--- src/hw/rtl/b32se_pkg.sv ---
// ----------------------------------------------------------------------------
// Bech32 stream encoder package
// Types, constants and helper functions shared by the encoder modules.
// ----------------------------------------------------------------------------
`default_nettype none

package b32se_pkg;

  localparam int unsigned HrpWidth     = 63;
  localparam int unsigned MaxHrpLength = 8;
  localparam int unsigned CsumWidth    = 30;

  localparam logic [3:0] AddrHrpChars  = 4'h0;
  localparam logic [3:0] AddrHrpLength = 4'h8;

  localparam logic [6:0] CharSeparator = 7'h31;

  localparam logic [CsumWidth-1:0] Gen0 = 30'h3b6a57b2;
  localparam logic [CsumWidth-1:0] Gen1 = 30'h26508e6d;
  localparam logic [CsumWidth-1:0] Gen2 = 30'h1ea119fa;
  localparam logic [CsumWidth-1:0] Gen3 = 30'h3d4233dd;
  localparam logic [CsumWidth-1:0] Gen4 = 30'h2a1462b3;

  typedef enum logic [2:0] {
    POLY_HOLD,
    POLY_SEED,
    POLY_FOLD,
    POLY_FOLD_FINAL,
    POLY_SHIFT
  } poly_op_e;

  typedef struct packed {
    poly_op_e   op;
    logic [4:0] sym;
  } poly_ctrl_t;

  function automatic logic [CsumWidth-1:0] polymod_fold(input logic [CsumWidth-1:0] csum,
                                                        input logic [4:0] sym);
    logic [4:0]           top;
    logic [CsumWidth-1:0] res;
    top = csum[29:25];
    res = {csum[24:0], 5'b00000} ^ {25'd0, sym};
    if (top[0]) res = res ^ Gen0;
    if (top[1]) res = res ^ Gen1;
    if (top[2]) res = res ^ Gen2;
    if (top[3]) res = res ^ Gen3;
    if (top[4]) res = res ^ Gen4;
    return res;
  endfunction

  function automatic logic [6:0] charset(input logic [4:0] sym);
    logic [7:0] ch;
    case (sym)
      5'd0:  ch = "q";
      5'd1:  ch = "p";
      5'd2:  ch = "z";
      5'd3:  ch = "r";
      5'd4:  ch = "y";
      5'd5:  ch = "9";
      5'd6:  ch = "x";
      5'd7:  ch = "8";
      5'd8:  ch = "g";
      5'd9:  ch = "f";
      5'd10: ch = "2";
      5'd11: ch = "t";
      5'd12: ch = "v";
      5'd13: ch = "d";
      5'd14: ch = "w";
      5'd15: ch = "0";
      5'd16: ch = "s";
      5'd17: ch = "3";
      5'd18: ch = "j";
      5'd19: ch = "n";
      5'd20: ch = "5";
      5'd21: ch = "4";
      5'd22: ch = "k";
      5'd23: ch = "h";
      5'd24: ch = "c";
      5'd25: ch = "e";
      5'd26: ch = "6";
      5'd27: ch = "m";
      5'd28: ch = "u";
      5'd29: ch = "a";
      5'd30: ch = "7";
      default: ch = "l";
    endcase
    return ch[6:0];
  endfunction

endpackage

`default_nettype wire

--- src/hw/rtl/bech32_stream_encoder.sv ---
// ----------------------------------------------------------------------------
// Bech32 stream encoder
// Turns a stream of message bytes into a Bech32 string, one ASCII character
// per output transaction, with the prefix, separator and six-character
// checksum.
// ----------------------------------------------------------------------------
// Channel   Direction  Handshake               Payload
// input     in         in_valid_i / in_stall_o  data_byte_i, last_byte_i
// output    out        out_valid_o/out_stall_i  out_char_o, last_char_o
// config    in         APB write and read       hrp_chars, hrp_length
//
// A byte is accepted, then split into 5-bit symbols, each folded into the
// checksum as its character is sent; no byte is taken until under five bits
// remain. The first byte of a message is preceded by the prefix (L characters):
// high-bit folds, a zero fold, low-bit folds with each character, separator.
// The last byte adds a pad symbol if bits remain, six zero folds and six
// characters. Whenever a character is due while the output register is held,
// the sequencer waits. Reset clears the control state, not the prefix shifter or output character.
// ----------------------------------------------------------------------------
`default_nettype none

module bech32_stream_encoder (
  input  wire logic        clk_i,
  input  wire logic        rst_ni,
  input  wire logic        in_valid_i,
  output logic             in_stall_o,
  input  wire logic [7:0]  data_byte_i,
  input  wire logic        last_byte_i,
  output logic             out_valid_o,
  input  wire logic        out_stall_i,
  output logic [6:0]       out_char_o,
  output logic             last_char_o,
  input  wire logic        psel,
  input  wire logic        penable,
  input  wire logic        pwrite,
  input  wire logic [3:0]  paddr,
  input  wire logic [63:0] pwdata,
  output logic [63:0]      prdata,
  output logic             pready
);

  localparam logic [2:0] StIdle  = 3'd0;
  localparam logic [2:0] StHrpHi = 3'd1;
  localparam logic [2:0] StSep   = 3'd2;
  localparam logic [2:0] StHrpLo = 3'd3;
  localparam logic [2:0] StOne   = 3'd4;
  localparam logic [2:0] StData  = 3'd5;
  localparam logic [2:0] StZero  = 3'd6;
  localparam logic [2:0] StCsum  = 3'd7;

  logic [b32se_pkg::HrpWidth-1:0] hrp_chars_q;
  logic [3:0]                     hrp_len_q;
  logic [3:0]                     len_eff;

  logic [2:0]                     state_q, state_d;
  logic [3:0]                     cnt_q, cnt_d;
  logic                           in_msg_q, in_msg_d;
  logic                           last_q, last_d;
  logic [11:0]                    acc_q, acc_d;
  logic [3:0]                     pend_q, pend_d;
  logic [b32se_pkg::HrpWidth-1:0] hrp_sr_q, hrp_sr_d;

  logic                           out_valid_q;
  logic [6:0]                     out_char_q;
  logic                           last_char_q;

  logic                           slot_free;
  logic                           emit;
  logic [6:0]                     emit_char;
  logic                           emit_last;
  logic                           in_accept;
  logic                           cfg_write;

  logic [3:0]                     keep_mask;
  logic [2:0]                     sym_shift;
  logic [2:0]                     pad_shift;
  logic [4:0]                     sym_data;
  logic [4:0]                     sym_pad;
  logic [3:0]                     pend_after;

  b32se_pkg::poly_ctrl_t          poly_ctrl;
  logic [4:0]                     poly_top;

  b32se_polymod u_polymod (
    .clk_i  (clk_i),
    .rst_ni (rst_ni),
    .ctrl_i (poly_ctrl),
    .top_o  (poly_top)
  );

  // Configuration registers.
  assign pready    = 1'b1;
  assign cfg_write = psel & penable & pwrite;

  always_ff @(posedge clk_i or negedge rst_ni) begin
    if (!rst_ni) begin
      hrp_chars_q <= 63'd25442;
      hrp_len_q   <= 4'd2;
    end else if (cfg_write) begin
      if (paddr == b32se_pkg::AddrHrpChars) begin
        hrp_chars_q <= pwdata[62:0];
      end
      if (paddr == b32se_pkg::AddrHrpLength) begin
        hrp_len_q <= pwdata[3:0];
      end
    end
  end

  always_comb begin
    unique case (paddr)
      b32se_pkg::AddrHrpChars:  prdata = {1'b0, hrp_chars_q};
      b32se_pkg::AddrHrpLength: prdata = {60'd0, hrp_len_q};
      default:                  prdata = 64'd0;
    endcase
  end

  assign len_eff = (hrp_len_q > 4'(b32se_pkg::MaxHrpLength)) ?
                   4'(b32se_pkg::MaxHrpLength) : hrp_len_q;

  // Bit regrouping helpers.
  assign slot_free  = !out_valid_q || !out_stall_i;
  assign in_stall_o = (state_q != StIdle);
  assign in_accept  = in_valid_i && !in_stall_o;
  assign keep_mask  = 4'((5'd1 << pend_q) - 5'd1);
  assign sym_shift  = 3'(pend_q - 4'd5);
  assign pad_shift  = 3'(4'd5 - pend_q);
  assign sym_data   = 5'(acc_q >> sym_shift);
  assign sym_pad    = 5'(acc_q << pad_shift);
  assign pend_after = pend_q - 4'd5;

  always_comb begin
    state_d   = state_q;
    cnt_d     = cnt_q;
    in_msg_d  = in_msg_q;
    last_d    = last_q;
    acc_d     = acc_q;
    pend_d    = pend_q;
    hrp_sr_d  = hrp_sr_q;
    emit      = 1'b0;
    emit_char = 7'd0;
    emit_last = 1'b0;
    poly_ctrl = '{op: b32se_pkg::POLY_HOLD, sym: 5'd0};

    unique case (state_q)
      StIdle: begin
        if (in_accept) begin
          acc_d  = {acc_q[3:0] & keep_mask, data_byte_i};
          pend_d = pend_q + 4'd8;
          last_d = last_byte_i;
          if (!in_msg_q) begin
            hrp_sr_d  = hrp_chars_q;
            cnt_d     = 4'd0;
            poly_ctrl = '{op: b32se_pkg::POLY_SEED, sym: 5'd0};
            state_d   = StHrpHi;
          end else begin
            state_d = StData;
          end
        end
      end
      StHrpHi: begin
        if (cnt_q < len_eff) begin
          poly_ctrl = '{op: b32se_pkg::POLY_FOLD, sym: {3'b000, hrp_sr_q[6:5]}};
          hrp_sr_d  = hrp_sr_q >> 8;
          cnt_d     = cnt_q + 4'd1;
        end else begin
          state_d = StSep;
        end
      end
      StSep: begin
        poly_ctrl = '{op: b32se_pkg::POLY_FOLD, sym: 5'd0};
        hrp_sr_d  = hrp_chars_q;
        cnt_d     = 4'd0;
        state_d   = StHrpLo;
      end
      StHrpLo: begin
        if (cnt_q < len_eff) begin
          if (slot_free) begin
            emit      = 1'b1;
            emit_char = hrp_sr_q[6:0];
            poly_ctrl = '{op: b32se_pkg::POLY_FOLD, sym: hrp_sr_q[4:0]};
            hrp_sr_d  = hrp_sr_q >> 8;
            cnt_d     = cnt_q + 4'd1;
          end
        end else begin
          state_d = StOne;
        end
      end
      StOne: begin
        if (slot_free) begin
          emit      = 1'b1;
          emit_char = b32se_pkg::CharSeparator;
          in_msg_d  = 1'b1;
          state_d   = StData;
        end
      end
      StData: begin
        if (pend_q >= 4'd5) begin
          if (slot_free) begin
            emit      = 1'b1;
            emit_char = b32se_pkg::charset(sym_data);
            poly_ctrl = '{op: b32se_pkg::POLY_FOLD, sym: sym_data};
            pend_d    = pend_after;
            if ((pend_after < 4'd5) && !last_q) begin
              state_d = StIdle;
            end
          end
        end else if (pend_q != 4'd0) begin
          if (slot_free) begin
            emit      = 1'b1;
            emit_char = b32se_pkg::charset(sym_pad);
            poly_ctrl = '{op: b32se_pkg::POLY_FOLD, sym: sym_pad};
            pend_d    = 4'd0;
            acc_d     = 12'd0;
          end
        end else begin
          cnt_d   = 4'd0;
          state_d = StZero;
        end
      end
      StZero: begin
        cnt_d = cnt_q + 4'd1;
        if (cnt_q == 4'd5) begin
          poly_ctrl = '{op: b32se_pkg::POLY_FOLD_FINAL, sym: 5'd0};
          cnt_d     = 4'd0;
          state_d   = StCsum;
        end else begin
          poly_ctrl = '{op: b32se_pkg::POLY_FOLD, sym: 5'd0};
        end
      end
      StCsum: begin
        if (slot_free) begin
          emit      = 1'b1;
          emit_char = b32se_pkg::charset(poly_top);
          cnt_d     = cnt_q + 4'd1;
          if (cnt_q == 4'd5) begin
            emit_last = 1'b1;
            poly_ctrl = '{op: b32se_pkg::POLY_SEED, sym: 5'd0};
            in_msg_d  = 1'b0;
            acc_d     = 12'd0;
            pend_d    = 4'd0;
            last_d    = 1'b0;
            cnt_d     = 4'd0;
            state_d   = StIdle;
          end else begin
            poly_ctrl = '{op: b32se_pkg::POLY_SHIFT, sym: 5'd0};
          end
        end
      end
      default: begin
        state_d = StIdle;
      end
    endcase
  end

  always_ff @(posedge clk_i or negedge rst_ni) begin
    if (!rst_ni) begin
      state_q  <= StIdle;
      cnt_q    <= 4'd0;
      in_msg_q <= 1'b0;
      last_q   <= 1'b0;
      acc_q    <= 12'd0;
      pend_q   <= 4'd0;
    end else begin
      state_q  <= state_d;
      cnt_q    <= cnt_d;
      in_msg_q <= in_msg_d;
      last_q   <= last_d;
      acc_q    <= acc_d;
      pend_q   <= pend_d;
    end
  end

  always_ff @(posedge clk_i) begin
    hrp_sr_q <= hrp_sr_d;
  end

  // Output register.
  always_ff @(posedge clk_i or negedge rst_ni) begin
    if (!rst_ni) begin
      out_valid_q <= 1'b0;
    end else if (emit) begin
      out_valid_q <= 1'b1;
    end else if (!out_stall_i) begin
      out_valid_q <= 1'b0;
    end
  end

  always_ff @(posedge clk_i) begin
    if (emit) begin
      out_char_q  <= emit_char;
      last_char_q <= emit_last;
    end
  end

  assign out_valid_o = out_valid_q;
  assign out_char_o  = out_char_q;
  assign last_char_o = last_char_q;

endmodule

`default_nettype wire

--- src/hw/rtl/b32se_polymod.sv ---
// ----------------------------------------------------------------------------
// Bech32 polymod checksum register
// Folds one 5-bit symbol per cycle while told to fold, else seeds, holds or shifts the finished checksum out.
// ----------------------------------------------------------------------------
`default_nettype none

module b32se_polymod (
  input  wire logic                 clk_i,
  input  wire logic                 rst_ni,
  input  wire b32se_pkg::poly_ctrl_t ctrl_i,
  output logic [4:0]                top_o
);

  logic [b32se_pkg::CsumWidth-1:0] csum_q, csum_d;
  logic [b32se_pkg::CsumWidth-1:0] folded;

  assign folded = b32se_pkg::polymod_fold(csum_q, ctrl_i.sym);

  always_comb begin
    csum_d = csum_q;
    case (ctrl_i.op)
      b32se_pkg::POLY_SEED:       csum_d = 30'd1;
      b32se_pkg::POLY_FOLD:       csum_d = folded;
      b32se_pkg::POLY_FOLD_FINAL: csum_d = folded ^ 30'd1;
      b32se_pkg::POLY_SHIFT:      csum_d = {csum_q[24:0], 5'b00000};
      default:                    csum_d = csum_q;
    endcase
  end

  always_ff @(posedge clk_i or negedge rst_ni) begin
    if (!rst_ni) begin
      csum_q <= 30'd1;
    end else begin
      csum_q <= csum_d;
    end
  end

  assign top_o = csum_q[29:25];

endmodule

`default_nettype wire

--- config.mk ---
export PLATFORM = sky130hd
export DESIGN_NAME = bech32_stream_encoder
export DESIGN_NICKNAME = d
export VERILOG_FILES = /design/src/hw/rtl/b32se_pkg.sv /design/src/hw/rtl/bech32_stream_encoder.sv /design/src/hw/rtl/b32se_polymod.sv
export SDC_FILE = /design/constraint.sdc
export NUM_CORES = 1
export LEC_CHECK = 0
export BUFFER_PORTS_ARGS = -buffer_cell sky130_fd_sc_hd__buf_4
export CORE_UTILIZATION = 25
export DETAILED_ROUTE_END_ITERATION = 8
export GPL_TIMING_DRIVEN = 0
export PLACE_DENSITY = 0.51
export SKIP_LAST_GASP = 1
export SYNTH_ARGS = -nofsm -noshare
export SYNTH_HDL_FRONTEND = slang
export SYNTH_SLANG_ARGS = --single-unit
--- constraint.sdc ---
create_clock -name clk_i -period 8.7 [get_ports clk_i]
set_input_delay 1.74 -clock clk_i [delete_from_list [all_inputs] [get_ports clk_i]]
set_output_delay 1.74 -clock clk_i [all_outputs]
set_load 0.01 [all_outputs]
==> run summary <==
The overall global routing resource usage came out at 15.7%. The final standard cell area without fillers came out at roughly 0.013 mm2. The total power density per cell area came out at between 300 and 400 mW/mm2. Summing every instance area after synthesis gives 0.0108 mm2. The number of vias in the routed layout came out at around 9,000. In this run, distinct cell masters in the synthesized netlist total 72. The layout has 4,445 filler cells. The buffer depth of the longest clock path is 2. The register-to-register path setup slack came out at 5.02 ns. The final reports fail on max-capacitance violations, max-slew violations. The critical path launch point type is a primary input. Ranked by total cell area, the synthesized netlist is headed by dfrtp_1, edfxtp_1, mux2_2, nand2_1, and2_1. The time the worst path needs with I/O delays and setup is 5.39 ns. The count of cells along the worst hold path is 2. The type of the setup path with the least slack is in2out. The worst register-to-register path ends at out_char_o[2]$_DFFE_PP_.

The worst register-to-register path begins at pend_q[0]$_DFFE_PN0P_. Measured against its own limit, the worst slew margin works out to -0.871%. The violation count after the first detailed-routing iteration came out at between 500 and 600. Routability-driven placement finished with a final weighted congestion of ~0.86. The number of register bits inferred by synthesis came out at 187.

After floorplanning, the core was divided into 75 placement rows. The number of hold violations in the final report is 0. The number of cells traversed by the worst register-to-register path is 11. The floorplan step set the die height to ~210 um. The flow ran to the end, but the final reports show violations. The worst setup path is captured at an output pin. The post-synth net total is between 1,000 and 1,500.

In the synthesized netlist the dominant register cell turns out to be dfrtp_1. The number of buffers inserted by post-CTS setup repair is 0. The post-synthesis instance total is about 1,100. The number of hold buffers added after cts is 0.

The critical path data required time is 6.96 ns. The clock skew after layout came out at roughly 0.012 ns. For this run, design rule violations remaining after detail routing come to 0. The fraction of registers with async set/reset came out at around two thirds. The ratio of routed vias to standard cells is about 4.8. The actual transition at the worst max-transition pin came out at between 1 and 1.5 ns. The total die area came out at roughly 0.044 mm2.

The post-layout net count is around 1,400. The core region is around 0.042 mm2. The area share of the largest cell type after synthesis is 26.3%. The utilization of the core after routing is a little under a third. The first global-routing pass estimated between 50,000 and 60,000 um of wire. The clock network latency to the later pin of the worst-skew pair is 0.45 ns. The path with the worst hold slack has its endpoint at acc_q[11]$_DFFE_PN0P_.

The post-route netlist has 25.0% of its cells at a drive strength greater than 1. The cell chosen for the clock root is clkbuf_16. The maximum fanout count along the critical path is 10. The CTS H-tree depth came out at 4. The mean instance size in the synthesized netlist came out at a little under 10 um2.

Setup violations remaining at the end of the flow were counted as 0. Counting flops with a built-in enable in the synthesized netlist gives between 60 and 70. Entering global routing, the biggest net connects 82 pins. The number of antenna diodes in the final layout is 0.

The mean routed wirelength per cell is 17.9 um. The placed standard-cell area is approximately 0.013 mm2. The maximum frequency from static timing analysis came out at ~0.19 GHz. The first detailed-routing pass took 5 iterations. The maximum resistive drop on vdd came out at 0.000157 V. The signed area change from the synthesized netlist to the final layout is 23.9%.

After detailed routing, the total wire length is ~34,000 um. In this run the static leakage power is 5.84 nW. The clock transition at the registers of the reported paths is 0.08 ns.

The synthesized design spends more area on one cell type than any other, namely dfrtp_1. The leftover overflow at the end of global routing is 0. The part of the Yosys area used for sequential elements came out at a little under half. In this run, post-CTS repair resized a total of 0 instances.

The tightest min-delay check is of the reg2reg type. TritonCTS created 17 clock buffers. TritonCTS built the clock tree. Port buffering added ~160 buffers. Max-cap violations in this run came to 1. The final clock period utilization by the worst path came out at between 60% and 70%.

The arrival time of data at the critical path endpoint came out at approximately 3.7 ns. The count of warnings emitted by yosys came out at 0. The number of max-slew violations in the final report is 1. The top-level port count is about 160. The detail route stage leaves a number of antenna-violating nets equal to 0. Measured along the x axis, the die boundary spans ~210 um.

The starting density of the core is 25.6%. For this design, the sink count on the clock tree is about 190. The post-detailed-placement half-perimeter wirelength came out at between 20,000 and 30,000 um.

The number of global-route vias before repair is about 9,000. Setup repair after global routing left no endpoint under its margin. The source of the worst hold timing path is acc_q[11]$_DFFE_PN0P_. The number of antenna violations at the first check in global routing came out at 1.
## power breakdown
group,internal (mW),total (mW),switching [mW]
clock,0.385,0.792,0.406
combinational,1.13,2.78,1.66
sequential,1.34,1.56,0.220
## flip-flops by register name, indices dropped and copies added (netlist names), 3 cells and up
signal and flops:
acc_q 12, u_polymod.csum_q 30, hrp_len_q 4, cnt_q 4
hrp_chars_q 63, state_q 3, out_char_o 7, hrp_sr_q 56
pend_q 4
## layout make-up
cell class                 instances  area, um2  share of cell area (%)
multi-input combinational        804       5380                    40.0
sequential                       187       5010                    37.3
timing repair buffer             160       1250                    9.35
tap                              577        722                    5.38
clock buffer                      18        429                    3.20
buffer                            85        380                    2.83
clock inverter                    14        154                    1.15
inverter                          26       97.6                   0.727
## synthesized netlist by cell type, drive strengths merged (25+ instances only)
cell and number:
clkbuf 56, nor3 27, mux2 81, edfxtp 64
and2 73, inv 25, o21ai 73, nor2 35
dfrtp 114, a221o 26, nand2 208, a21oi 29
xnor2 29, buf 29
## through the flow
step                worst slack [ns]  TNS [ns]  std cells  total power [mW]  hold WS, ns
floorplan                       1.72         0       1102              3.55        0.448
finish                          3.31         0       1871              5.14        0.495
CTS                             3.19         0       1871              5.16        0.498
global route                    3.19         0       1871              5.54        0.526
detailed placement              3.20         0       1839              4.34        0.480
global placement              -0.485    -26.75       1834              4.30        0.472
## worst max-delay path by stage
stage | start | endpoint | slack [ns] | cells past startpoint
global placement | out_stall_i | hrp_sr_q[18]$_DFFE_PP_ | -0.49 | 6
CTS | paddr[1] | prdata[5] | 3.19 | 6
finish | paddr[1] | prdata[5] | 3.31 | 6
floorplan | out_stall_i | hrp_sr_q[0]$_DFFE_PP_ | 1.72 | 5
detailed placement | paddr[1] | prdata[5] | 3.20 | 6
global route | paddr[1] | prdata[5] | 3.19 | 6
## layout by cell type (no fill, tap or decap), types with 25 or more instances in the layout
cell type / Yosys / routed
buf_4: 4 / 158
edfxtp_1: 64 / 64
o21ai_0: 64 / 64
mux2_2: 81 / 81
a21oi_1: 29 / 29
nand2_1: 208 / 208
a221o_1: 26 / 26
nor2_1: 35 / 35
nor3_1: 27 / 27
and2_1: 73 / 73
xnor2_1: 28 / 28
inv_1: 25 / 25
dfrtp_1: 114 / 114
clkbuf_1: 56 / 57
## critical path, stage by stage
cell      delay, ns
buf_4          0.12
nor4_4         0.48
buf_8          0.21
clkbuf_1       0.57
and2_1         0.34
buf_4          0.16
## cells by family (layout without fill, tap and decap cells)
kind of cell	after synthesis	after routing	share of synthesized area, %
buffers and inverters	111	303	4.41
xor gates and xnor gates	33	33	2.81
AOI/OAI and AO/OA	221	221	14.1
adders and majority gates	11	11	1.27
other	2	2	0.0693
and+or+nand+nor	425	425	18.8
muxes	112	112	12.3
DFF	187	187	46.2
## per-layer routing
layer  global-route usage, %  vias up  part of all wire [%]
li1                        -     4284                     -
met1                    21.1     4385                    45
met2                    25.0      260                    47
met3                    4.19       30                   6.7
met4                    3.50        0                   1.1
met5                       0        -                     0
(Power assumes the default switching activity.)
